--- src/design/lmfe_pkg.sv ---
`timescale 1ns / 1ps

package lmfe_pkg;

    localparam int          RX_BYTES_DEF     = 5;
    localparam int          MAX_RES          = 4;
    localparam int          RES_IDX_W        = $clog2(MAX_RES);
    localparam int          RES_CNT_W        = $clog2(MAX_RES + 1);

    localparam logic [2:0]  MAX_ATT_RST      = 3'd3;
    localparam logic [3:0]  FAULT_PER_RST    = 4'd9;

    localparam logic        REG_MAX_ATT      = 1'b0;
    localparam logic        REG_FAULT_PER    = 1'b1;

    localparam logic        REQ_START        = 1'b0;
    localparam logic        REQ_RX_BYTE      = 1'b1;

    localparam logic [1:0]  KIND_BREAK       = 2'd0;
    localparam logic [1:0]  KIND_BYTE        = 2'd1;
    localparam logic [1:0]  KIND_FAIL        = 2'd2;
    localparam logic [1:0]  KIND_DONE        = 2'd3;

    localparam logic [1:0]  ST_OK            = 2'd0;
    localparam logic [1:0]  ST_BAD_ID        = 2'd1;
    localparam logic [1:0]  ST_EXHAUSTED     = 2'd2;

    localparam logic [7:0]  SYNC_BYTE        = 8'h55;
    localparam logic [1:0]  FORCED_PAR       = 2'b11;
    localparam logic [7:0]  CRC_POLY         = 8'hD5;
    localparam logic [7:0]  ID_MIN           = 8'd2;
    localparam logic [7:0]  ID_MAX           = 8'd59;

    typedef struct packed {
        logic       req_type;
        logic [7:0] slave_id;
        logic [7:0] rx_byte;
    } t_req;

    typedef struct packed {
        logic [1:0] kind;
        logic [7:0] tx_byte;
        logic [1:0] status;
        logic [7:0] data_byte;
        logic       checksum_bad;
        logic       crc_bad;
        logic       last;
    } t_res;

    typedef struct packed {
        logic [RES_CNT_W-1:0]  cnt;
        t_res [MAX_RES-1:0]    res;
    } t_bundle;

    function automatic t_res mk_res(input logic [1:0] kind, input logic [7:0] tx,
                                    input logic [1:0] st, input logic [7:0] data,
                                    input logic cbad, input logic rbad);
        t_res r;
        r.kind         = kind;
        r.tx_byte      = tx;
        r.status       = st;
        r.data_byte    = data;
        r.checksum_bad = cbad;
        r.crc_bad      = rbad;
        r.last         = 1'b0;
        return r;
    endfunction

    // CRC-8 remainder of d0 then d1, generator 0x1D5
    function automatic logic [7:0] crc_rem(input logic [7:0] d0, input logic [7:0] d1);
        logic [8:0] rem;
        rem = {1'b0, d0};
        for (int i = 0; i < 8; i++) begin
            rem = {rem[7:0], d1[7-i]};
            if (rem[8]) begin
                rem = rem ^ {1'b0, CRC_POLY};
            end
        end
        return rem[7:0];
    endfunction

    // one's-complement style sum with a single end-around carry
    function automatic logic sum_ok(input logic [7:0] a, input logic [7:0] b,
                                    input logic [7:0] c);
        logic [9:0] s;
        logic [8:0] r;
        s = {2'b00, a} + {2'b00, b} + {2'b00, c};
        r = {1'b0, s[7:0]} + {7'd0, s[9:8]};
        return r[7:0] == 8'hFF;
    endfunction

endpackage

--- src/design/lmfe_core.sv ---
`timescale 1ns / 1ps

module lmfe_core import lmfe_pkg::*; #(
    parameter int RX_BYTES = RX_BYTES_DEF
) (
    input  logic        i_clk,
    input  logic        i_rst_n,
    input  logic        i_in_valid,
    output logic        o_in_ready,
    input  t_req        i_in_data,
    input  logic [2:0]  i_max_att,
    input  logic [3:0]  i_fault_per,
    input  logic        i_free,
    output logic        o_push,
    output t_bundle     o_bundle
);

    localparam int RXW  = $clog2(RX_BYTES);
    localparam int ECHO = RX_BYTES - 3;

    localparam logic PH_IDLE = 1'b0;
    localparam logic PH_RX   = 1'b1;

    logic            r_in_vld;
    t_req            r_in;
    logic            r_phase,   n_phase;
    logic [5:0]      r_cur_id,  n_cur_id;
    logic [2:0]      r_att,     n_att;
    logic [3:0]      r_frame,   n_frame;
    logic [RXW-1:0]  r_rx_idx,  n_rx_idx;
    logic [7:0]      r_buf [2];

    logic            take;
    logic [5:0]      hdr_id;
    logic            forced;
    logic [4:0]      frame_inc;
    logic [7:0]      pid;
    logic [3:0]      frame_hdr;
    logic            cbad, rbad;
    logic [2:0]      att_inc, limit;
    t_res [MAX_RES-1:0]    res;
    logic [RES_CNT_W-1:0]  cnt;

    assign take       = r_in_vld && i_free;
    assign o_in_ready = !r_in_vld || take;
    assign o_push     = take;

    // header for the id that the frame will carry
    assign hdr_id    = (r_phase == PH_IDLE) ? r_in.slave_id[5:0] : r_cur_id;
    assign forced    = (i_fault_per != 4'd0) &&
                       (r_frame == ((i_fault_per == 4'd1) ? 4'd0 : 4'd1));
    assign frame_inc = {1'b0, r_frame} + 5'd1;
    assign frame_hdr = (i_fault_per == 4'd0) ? r_frame :
                       (frame_inc >= {1'b0, i_fault_per}) ? 4'd0 : frame_inc[3:0];
    assign pid       = {hdr_id, forced ? FORCED_PAR : {^hdr_id, 1'b0}};

    assign cbad    = !sum_ok(r_buf[0], r_buf[1], r_in.rx_byte);
    assign rbad    = crc_rem(r_buf[0], r_buf[1]) != 8'd0;
    assign att_inc = (r_att != 3'd7) ? r_att + 3'd1 : r_att;
    assign limit   = (i_max_att == 3'd0) ? 3'd1 : i_max_att;

    always_comb begin
        n_phase  = r_phase;
        n_cur_id = r_cur_id;
        n_att    = r_att;
        n_frame  = r_frame;
        n_rx_idx = r_rx_idx;
        cnt      = '0;
        for (int k = 0; k < MAX_RES; k++) begin
            res[k] = '0;
        end
        unique case (r_in.req_type)
            REQ_START: begin
                if (r_phase == PH_IDLE) begin
                    if (r_in.slave_id < ID_MIN || r_in.slave_id > ID_MAX) begin
                        res[0] = mk_res(KIND_DONE, 8'd0, ST_BAD_ID, 8'd0, 1'b0, 1'b0);
                        cnt    = RES_CNT_W'(1);
                    end else begin
                        n_cur_id = r_in.slave_id[5:0];
                        n_att    = 3'd0;
                        n_frame  = frame_hdr;
                        n_phase  = PH_RX;
                        n_rx_idx = '0;
                        res[0]   = mk_res(KIND_BREAK, 8'd0, ST_OK, 8'd0, 1'b0, 1'b0);
                        res[1]   = mk_res(KIND_BYTE, SYNC_BYTE, ST_OK, 8'd0, 1'b0, 1'b0);
                        res[2]   = mk_res(KIND_BYTE, pid, ST_OK, 8'd0, 1'b0, 1'b0);
                        cnt      = RES_CNT_W'(3);
                    end
                end
            end
            REQ_RX_BYTE: begin
                if (r_phase == PH_RX) begin
                    if (r_rx_idx != RXW'(RX_BYTES - 1)) begin
                        n_rx_idx = r_rx_idx + RXW'(1);
                    end else begin
                        n_rx_idx = '0;
                        if (!cbad && !rbad) begin
                            res[0]  = mk_res(KIND_DONE, 8'd0, ST_OK, r_buf[0], 1'b0, 1'b0);
                            cnt     = RES_CNT_W'(1);
                            n_phase = PH_IDLE;
                        end else begin
                            res[0] = mk_res(KIND_FAIL, 8'd0, ST_OK, r_buf[0], cbad, rbad);
                            n_att  = att_inc;
                            if (att_inc >= limit) begin
                                res[1]  = mk_res(KIND_DONE, 8'd0, ST_EXHAUSTED, 8'd0,
                                                 1'b0, 1'b0);
                                cnt     = RES_CNT_W'(2);
                                n_phase = PH_IDLE;
                            end else begin
                                n_frame = frame_hdr;
                                res[1]  = mk_res(KIND_BREAK, 8'd0, ST_OK, 8'd0, 1'b0, 1'b0);
                                res[2]  = mk_res(KIND_BYTE, SYNC_BYTE, ST_OK, 8'd0,
                                                 1'b0, 1'b0);
                                res[3]  = mk_res(KIND_BYTE, pid, ST_OK, 8'd0, 1'b0, 1'b0);
                                cnt     = RES_CNT_W'(4);
                            end
                        end
                    end
                end
            end
            default: begin
            end
        endcase
        for (int k = 0; k < MAX_RES; k++) begin
            res[k].last = (RES_CNT_W'(k + 1) == cnt);
        end
    end

    assign o_bundle.cnt = cnt;
    assign o_bundle.res = res;

    always_ff @(posedge i_clk) begin
        if (!i_rst_n) begin
            r_in_vld <= 1'b0;
            r_phase  <= PH_IDLE;
            r_cur_id <= '0;
            r_att    <= '0;
            r_frame  <= '0;
            r_rx_idx <= '0;
        end else begin
            if (o_in_ready) begin
                r_in_vld <= i_in_valid;
            end
            if (take) begin
                r_phase  <= n_phase;
                r_cur_id <= n_cur_id;
                r_att    <= n_att;
                r_frame  <= n_frame;
                r_rx_idx <= n_rx_idx;
            end
        end
    end

    always_ff @(posedge i_clk) begin
        if (o_in_ready && i_in_valid) begin
            r_in <= i_in_data;
        end
        if (take && r_in.req_type == REQ_RX_BYTE && r_phase == PH_RX) begin
            if (r_rx_idx == RXW'(ECHO)) begin
                r_buf[0] <= r_in.rx_byte;
            end
            if (r_rx_idx == RXW'(ECHO + 1)) begin
                r_buf[1] <= r_in.rx_byte;
            end
        end
    end

endmodule

--- src/design/lmfe_drain.sv ---
`timescale 1ns / 1ps

module lmfe_drain import lmfe_pkg::*; (
    input  logic     i_clk,
    input  logic     i_rst_n,
    input  logic     i_push,
    input  t_bundle  i_bundle,
    output logic     o_free,
    output logic     o_out_valid,
    input  logic     i_out_ready,
    output t_res     o_out_data
);

    t_res                  r_ent [MAX_RES];
    logic [RES_CNT_W-1:0]  r_rem;
    logic [RES_IDX_W-1:0]  r_idx;
    logic                  r_out_vld;
    t_res                  r_out;
    logic                  load;

    assign load        = (r_rem != '0) && (!r_out_vld || i_out_ready);
    assign o_free      = (r_rem == '0) || (r_rem == RES_CNT_W'(1) && load);
    assign o_out_valid = r_out_vld;
    assign o_out_data  = r_out;

    always_ff @(posedge i_clk) begin
        if (!i_rst_n) begin
            r_rem     <= '0;
            r_idx     <= '0;
            r_out_vld <= 1'b0;
        end else begin
            if (load) begin
                r_out_vld <= 1'b1;
            end else if (i_out_ready) begin
                r_out_vld <= 1'b0;
            end
            if (i_push) begin
                r_rem <= i_bundle.cnt;
                r_idx <= '0;
            end else if (load) begin
                r_rem <= r_rem - RES_CNT_W'(1);
                r_idx <= r_idx + RES_IDX_W'(1);
            end
        end
    end

    always_ff @(posedge i_clk) begin
        if (load) begin
            r_out <= r_ent[r_idx];
        end
        if (i_push) begin
            for (int k = 0; k < MAX_RES; k++) begin
                r_ent[k] <= i_bundle.res[k];
            end
        end
    end

endmodule

--- src/design/lin_master_frame_engine_unit.sv ---
`timescale 1ns / 1ps
// channel   | direction | handshake                 | payload
// request   | in        | i_in_valid / o_in_ready   | i_in_data   (t_req)
// result    | out       | o_out_valid / i_out_ready | o_out_data  (t_res)
// config    | in        | APB psel/penable/pready   | paddr, pwdata, prdata
//
// A request is held in an input register and turned combinationally into
// a bundle of up to four result words; the bundle drains one word a cycle
// through the output register while the output is not stalled. The next
// request waits in the input register until the drain is empty or loading
// its last word. Synchronous active-low reset clears the valid flags and the
// frame state; a stalled output holds the word.

module lin_master_frame_engine_unit import lmfe_pkg::*; #(
    parameter int RX_BYTES = RX_BYTES_DEF
) (
    input  logic         i_clk,
    input  logic         i_rst_n,
    input  logic         i_in_valid,
    output logic         o_in_ready,
    input  t_req         i_in_data,
    output logic         o_out_valid,
    input  logic         i_out_ready,
    output t_res         o_out_data,
    input  logic         psel,
    input  logic         penable,
    input  logic         pwrite,
    input  logic [2:0]   paddr,
    input  logic [31:0]  pwdata,
    output logic [31:0]  prdata,
    output logic         pready
);

    logic [2:0]  r_max_att_q;
    logic [3:0]  r_fault_per;
    logic        reg_idx;
    logic        wr;
    logic        free;
    logic        push;
    t_bundle     bundle;

    assign pready  = 1'b1;
    assign reg_idx = paddr[2];
    assign wr      = psel && penable && pwrite && pready;

    always_comb begin
        unique case (reg_idx)
            REG_MAX_ATT:   prdata = {29'd0, r_max_att_q};
            REG_FAULT_PER: prdata = {28'd0, r_fault_per};
            default:       prdata = '0;
        endcase
    end

    always_ff @(posedge i_clk) begin
        if (!i_rst_n) begin
            r_max_att_q <= MAX_ATT_RST;
            r_fault_per <= FAULT_PER_RST;
        end else if (wr) begin
            if (reg_idx == REG_MAX_ATT) begin
                r_max_att_q <= pwdata[2:0];
            end
            if (reg_idx == REG_FAULT_PER) begin
                r_fault_per <= pwdata[3:0];
            end
        end
    end

    lmfe_core #(
        .RX_BYTES (RX_BYTES)
    ) u_core (
        .i_clk       (i_clk),
        .i_rst_n     (i_rst_n),
        .i_in_valid  (i_in_valid),
        .o_in_ready  (o_in_ready),
        .i_in_data   (i_in_data),
        .i_max_att   (r_max_att_q),
        .i_fault_per (r_fault_per),
        .i_free      (free),
        .o_push      (push),
        .o_bundle    (bundle)
    );

    lmfe_drain u_drain (
        .i_clk       (i_clk),
        .i_rst_n     (i_rst_n),
        .i_push      (push),
        .i_bundle    (bundle),
        .o_free      (free),
        .o_out_valid (o_out_valid),
        .i_out_ready (i_out_ready),
        .o_out_data  (o_out_data)
    );

endmodule

--- config.mk ---
export PLATFORM = sky130hd
export DESIGN_NAME = lin_master_frame_engine_unit
export DESIGN_NICKNAME = d
export VERILOG_FILES = /design/src/design/lmfe_pkg.sv /design/src/design/lmfe_core.sv /design/src/design/lmfe_drain.sv /design/src/design/lin_master_frame_engine_unit.sv
export SDC_FILE = /design/constraint.sdc
export NUM_CORES = 1
export LEC_CHECK = 0
export ABC_CLOCK_PERIOD_IN_PS = 6580
export BUFFER_PORTS_ARGS = -buffer_cell sky130_fd_sc_hd__buf_2
export CAP_MARGIN = 20
export CORE_ASPECT_RATIO = 1.5
export CORE_MARGIN = 5
export CORE_UTILIZATION = 35
export DETAILED_ROUTE_END_ITERATION = 6
export GPL_ROUTABILITY_DRIVEN = 0
export PLACE_DENSITY = 0.52
export SLEW_MARGIN = 20
export SYNTH_ARGS = -nofsm -noshare
export SYNTH_HDL_FRONTEND = slang
export SYNTH_SLANG_ARGS = --single-unit
--- constraint.sdc ---
create_clock -name i_clk -period 6.58 [get_ports i_clk]
set_clock_uncertainty 0.2 [all_clocks]
set_input_delay 1.316 -clock i_clk [delete_from_list [all_inputs] [get_ports i_clk]]
set_output_delay 1.316 -clock i_clk [all_outputs]
set_load 0.05 [all_outputs]
Word level (Yosys, flattened, before mapping)
Memory sizes are Yosys's and may differ from the RTL's. A register that Yosys moved wholly into a read port is not among the register bits.
Index checks and enable logic that the tools add are counted.
{"block": "totals", "register_bits": 48, "mem_bits_rw": 108, "inputBits": 59, "output_inout_bits": 58, "memories": 2}
{"block": "op_classes", "n_addsub": 8, "n_lt_le_gt_ge": 4, "n_eq_ne": 18, "n_mux": 72, "n_bitwise": 13, "n_reduce_logical": 35}
{"name": "u_drain.r_ent", "words": 4, "word_bits": 23, "rd": 1, "rd_ports_with_merged_regs": 1, "write_ports": 4, "line": "lmfe_drain.sv:14", "source": "t_res r_ent [MAX_RES];"}
{"name": "u_core.r_buf", "words": 2, "word_bits": 8, "rd": 2, "rd_ports_with_merged_regs": 0, "write_ports": 1, "line": "lmfe_core.sv:31", "source": "logic [7:0] r_buf [2];"}
{"operator": "$mux W92", "count": 2}
{"operator": "$mux W69", "count": 2}
{"operator": "$pmux W69 S2", "count": 1}
{"operator": "$mux W45", "count": 2}
{"operator": "$mux W8", "count": 9}
{"operator": "$mux W23", "count": 3}
{"operator": "$pmux W32 S2", "count": 1}
{"operator": "$mux W3", "count": 16}
{"operator": "$not A5 Y5", "count": 8}
{"operator": "$mux W4", "count": 8}
{"operator": "$mux W22", "count": 1}
{"operator": "$mux W1", "count": 19}
{"operator": "$pmux W3 S2", "count": 3}
{"operator": "$ne A2 B2 Y1 const B", "count": 6}
{"operator": "$add A10 B8 Y10", "count": 1}
{"operator": "$logic_and A1 B1 Y1", "count": 10}
{"operator": "$add A8 B8 Y9", "count": 1}
{"operator": "$add A8 B2 Y8", "count": 1}
{"operator": "$eq A8 B8 Y1 const B", "count": 1}
{"operator": "$gt A8 B6 Y1 const B", "count": 1}
{"operator": "$lt A8 B2 Y1 const B", "count": 1}
{"operator": "$pmux W4 S2", "count": 1}
{"operator": "$reduce_and A4 Y1", "count": 2}
{"operator": "$reduce_bool A8 Y1", "count": 1}
{"operator": "other kinds (31)", "count": 49}

Depth between registers and ports, before layout
An unclocked memory read counts as a cell.
{"block": "logic_depth", "word_depth": 25, "ltp_mapped": 27}

Cells and area by module
Synthesis repeated with hierarchy kept, for this count alone.
{"block": "hier_totals", "hier_cells": 648, "area_unflattened_um2": 8832.2}
{"module": "lmfe_drain", "n_inst": 1, "cells_per_inst": 184, "area_each_um2": 4354.2, "seq_area_each_um2": 3573.4}
{"module": "lmfe_core", "n_inst": 1, "cells_per_inst": 398, "area_each_um2": 3898.7, "seq_area_each_um2": 1351.3}
{"module": "lin_master_frame_engine_unit", "n_inst": 1, "cells_per_inst": 66, "area_each_um2": 579.3, "seq_area_each_um2": 140.1}

Worst setup path after synthesis
No wires, ideal clock.
{"block": "synth_path", "kind": "register -> register", "start": "mem u_core.r_buf[0][1]", "end": "mem u_drain.r_ent[3][15] (netlist name) (data pin)", "arrival_time_ps": 4621, "setup_slack_ps": 1504, "path_stages_with_launch": 26, "path_buffers": 2, "period_less_slack_ps": 5076, "path_cell_list": "edfxtp_1 -> ha_1 -> a21o_1 -> a21oi_1 -> o21ai_0 -> a21oi_1 -> xnor2_1 -> ha_1 -> nand3_1 -> a21oi_1 -> a211o_1 -> a21o_1 -> a21oi_1 -> xnor2_1 -> ha_1 -> inv_1 -> fa_1 -> xor2_1 -> and4b_1 -> o2111ai_1 -> a2111oi_0 -> and3_1 -> buf_6 -> or3_1 -> buf_6 -> nor2_2"}
{"item": "start, declared", "line": "lmfe_core.sv:31"}
{"item": "end, declared", "line": "lmfe_drain.sv:14"}

==> impl_metrics.csv <==
group,metric,value,unit
run_status,status,"finished, final reports clean",
global_routing,grt_antenna_before_repair,0,
setup_path,start_kind,"flop",
clock_tree,clkTransAtPathRegs,0.05,ns
global_routing,grt_remaining_overflow,0,
setup_path,cp_common_cell,"a21oi_1",
clock_tree,clock_path_buffers,2,
setup_path,cp_max_fo,8,
clock_tree,insertion_delay,0.41,ns
die,initial_core_util,35.5,%
setup_path,critPathTopFamily,"compound AO/OA/AOI/OAI gates",
drt,ant_nets,0,
drt,drt_iter0_markers,164,
cells_and_area,final_area,7630,µm²
synthesis,synth_common_cells,"edfxtp_1 (94), ha_1 (39), nand2_1 (37), inv_1 (34), mux2i_1 (33)",
drt,routed_wirelength,12.2,mm
die,rows,61,
clock_tree,root_buffer,"clkbuf_16",
placement,numPortBuffers,57,
drt,via_per_inst,4.53,
setup_path,cp.required,6.52,ns
sta,drv_slew,0,
cells_and_area,diodes,0,
global_routing,grt_pass1_wl,20.2,mm
die,coreArea,18500,µm²
power,leakage,3.19,nW
synthesis,syn_inst,562,
placement,placement.cell_area,7030,µm²
drt,dr.pass1.iters,5,
die,die_x,122,µm
sta,period_share,90.7,%
global_routing,grt_pass1_vias,4180,
clock_tree,cts_buffers,17,
sta,worst_slew_pin_slew,0.853,ns
setup_path,critical_path_buf_inv_count,2,
clock_tree,htreeDepth,4,
sta,period_needed,5.97,ns
die,ios,117,
sta,slew_headroom,43.2,%
synthesis,avgSynthCellArea,11.7,µm²
global_routing,grt_use_total,11.9,%
synthesis,seq_area_frac_synth,52.5,%
sta,grt_setup_unrepaired,"no",
drt,vias,4062,
setup_path,slowest_stage,"edfxtp_1",
clock_tree,cts_setup_buffers,0,
setup_path,critical_path_class,"reg2reg",
power,ir_drop,0.142,mV
sta,final_hold_viol_count,0,
sta,setup_tns,0,ns
worst_hold_path,hp-class,"reg2reg",
power,pwr_density_cell,374,nW/µm²
sta,max_freq,168,MHz
clock_tree,cts_hold_buffers,0,
setup_path,max_stage_delay,0.45,ns
drt,avgRoutedWirePerCell,13.6,µm
cells_and_area,drive_above_1_share,17.9,%
clock_tree,post_cts_resize_count,0,
synthesis,synth_edf_count,94,
cells_and_area,syn2layout_area_growth,16.4,%
job,maxCapViolations,0,
synthesis,synth_top_cell_area_share,43.1,%
synthesis,netlist_area,6550,µm²
synthesis,ys_types,56,
sta,finalSetupViolCount,0,
global_routing,grt_max_degree,42,
cells_and_area,finalNetCount,732,
die,die_h,178,µm
die,die_area,21600,µm²
drt,remaining_drc_errors,0,
setup_path,end_kind,"flop",
synthesis,ys_async_sr_fraction,0,%
synthesis,synth.ff_latch_count,125,
synthesis,synth_ff_type,"edfxtp_1",
setup_path,worstPathArrival,5.91,ns
placement,dpl.hpwl,9.45,mm
synthesis,ys_warn_count,0,
clock_tree,numClockSinks,125,
synthesis,yosys-top-cells-area,"edfxtp_1 (43%), dfxtp_1 (9.5%), ha_1 (7.4%)",
clock_tree,cts_tree,"done",
synthesis,yosysMostFrequentCell,"edfxtp_1",
synthesis,synth_top_cell_by_area,"edfxtp_1",
setup_path,cp_cell_sequence,"ha_1 > a21o_1 > a21oi_1 > o21ai_0 > a21oi_1 > xnor2_1 > ha_1 > nand3_1 > a21oi_1 > a211o_1 > a21o_1 > a21oi_1 > xnor2_1 > ha_1 > inv_1 > fa_1 > xor2_1 > and4b_1 > o2111ai_1 > a2111oi_0 > buf_4 > and3_1 > or3_1 > nor2_2",
-- through the flow --
step	worst slack (ns)	cells	util [%]	power [mW]	hold slack, ns
6_report	0.612	896	41.3	2.85	0.282
5_1_grt	0.183	896	41.3	2.99	0.307
4_1_cts	0.631	896	41.3	2.89	0.285
3_5_place_dp	0.677	864	38.1	1.94	0.272
3_3_place_gp	0.682	864	38.1	1.92	0.262
2_1_floorplan	1.50	589	-	1.77	0.251
-- sequential cells by signal, summed over array words and instances, names as in the netlist, 4 cells and up --
signal and cells:
r_fault_per 4, u_core.r_buf 16, u_core.r_cur_id 6, u_core.r_frame 4, u_core.r_in 17, u_drain.o_out_data 23
u_drain.r_ent 38
-- routing by layer --
metal,track usage [%],routed length [µm]
met3,2.68,552
met2,21.9,6550
met4,4.63,197
met1,13.0,4900
met5,0,0
-- worst reg2reg max path: stages, from the launching register on --
cell	delay [ns]
edfxtp_1	0.45
ha_1	0.30
a21o_1	0.18
a21oi_1	0.24
o21ai_0	0.11
a21oi_1	0.24
xnor2_1	0.16
ha_1	0.30
nand3_1	0.16
a21oi_1	0.06
a211o_1	0.31
a21o_1	0.21
a21oi_1	0.17
xnor2_1	0.15
ha_1	0.19
inv_1	0.05
fa_1	0.38
xor2_1	0.16
and4b_1	0.22
o2111ai_1	0.11
a2111oi_0	0.43
buf_4	0.20
and3_1	0.21
or3_1	0.43
nor2_2	0.08
-- power by group --
part           total, mW  internal (mW)  switching [mW]
sequential          1.13           1.06          0.0680
combinational      0.781          0.202           0.579
clock              0.942          0.590           0.352
total               2.85           1.85           0.999
-- final timing paths --
path                                                   start  depth (start not counted)  slack, ns                                 end
worst min register to register      u_core.r_in[0]$_DFFE_PP_                          0       0.28        u_core.r_buf[0][8]$_DFFE_PP_
worst min-delay path                u_core.r_in[0]$_DFFE_PP_                          0       0.28        u_core.r_buf[0][8]$_DFFE_PP_
worst max-delay path            u_core.r_buf[0][9]$_DFFE_PP_                         24       0.61  u_drain.r_ent[3][19]$_SDFFCE_PP0P_
worst max register to register  u_core.r_buf[0][9]$_DFFE_PP_                         24       0.61  u_drain.r_ent[3][19]$_SDFFCE_PP0P_
-- cells in the final DEF (no fill, tap or decap), drive strengths merged, types with 3 or more instances in the layout --
| cell | n |
|---|---|
| clkbuf | 20 |
| clkinv | 5 |
| o21ai | 23 |
| dfxtp | 31 |
| nor2 | 37 |
| nor3 | 4 |
| nor2b | 13 |
| o21a | 3 |
| ha | 39 |
| a21boi | 7 |
| buf | 63 |
| or4 | 3 |
| o22ai | 3 |
| xnor2 | 28 |
| mux2i | 33 |
| and3 | 7 |
| fa | 3 |
| nand4 | 4 |
| nand3 | 10 |
| nand2 | 37 |
| a21oi | 21 |
| conb | 29 |
| a21o | 11 |
| and2 | 23 |
| nand2b | 7 |
| xor2 | 14 |
| inv | 37 |
| edfxtp | 94 |
| clkinvlp | 4 |
-- cells by family after synthesis --
logic type / Yosys count / share of synthesized area, %
compound gates: 80 / 7.64
fa+ha+maj: 42 / 8.36
other cells: 2 / 0.115
buf+inv: 76 / 6.26
mux: 36 / 5.90
flops: 125 / 52.5
simple gates: 157 / 12.7
xor+xnor: 44 / 6.45
-- final cells by class --
cell class	instances	area, µm²
clock inverters	12	135
fillers	1809	10800
repair buffers	63	330
multi-input cells	388	2800
well taps	252	315
clock buffers	20	467
flip-flops and latches	125	3440
inverters	36	135
(Power assumes the default switching activity.)
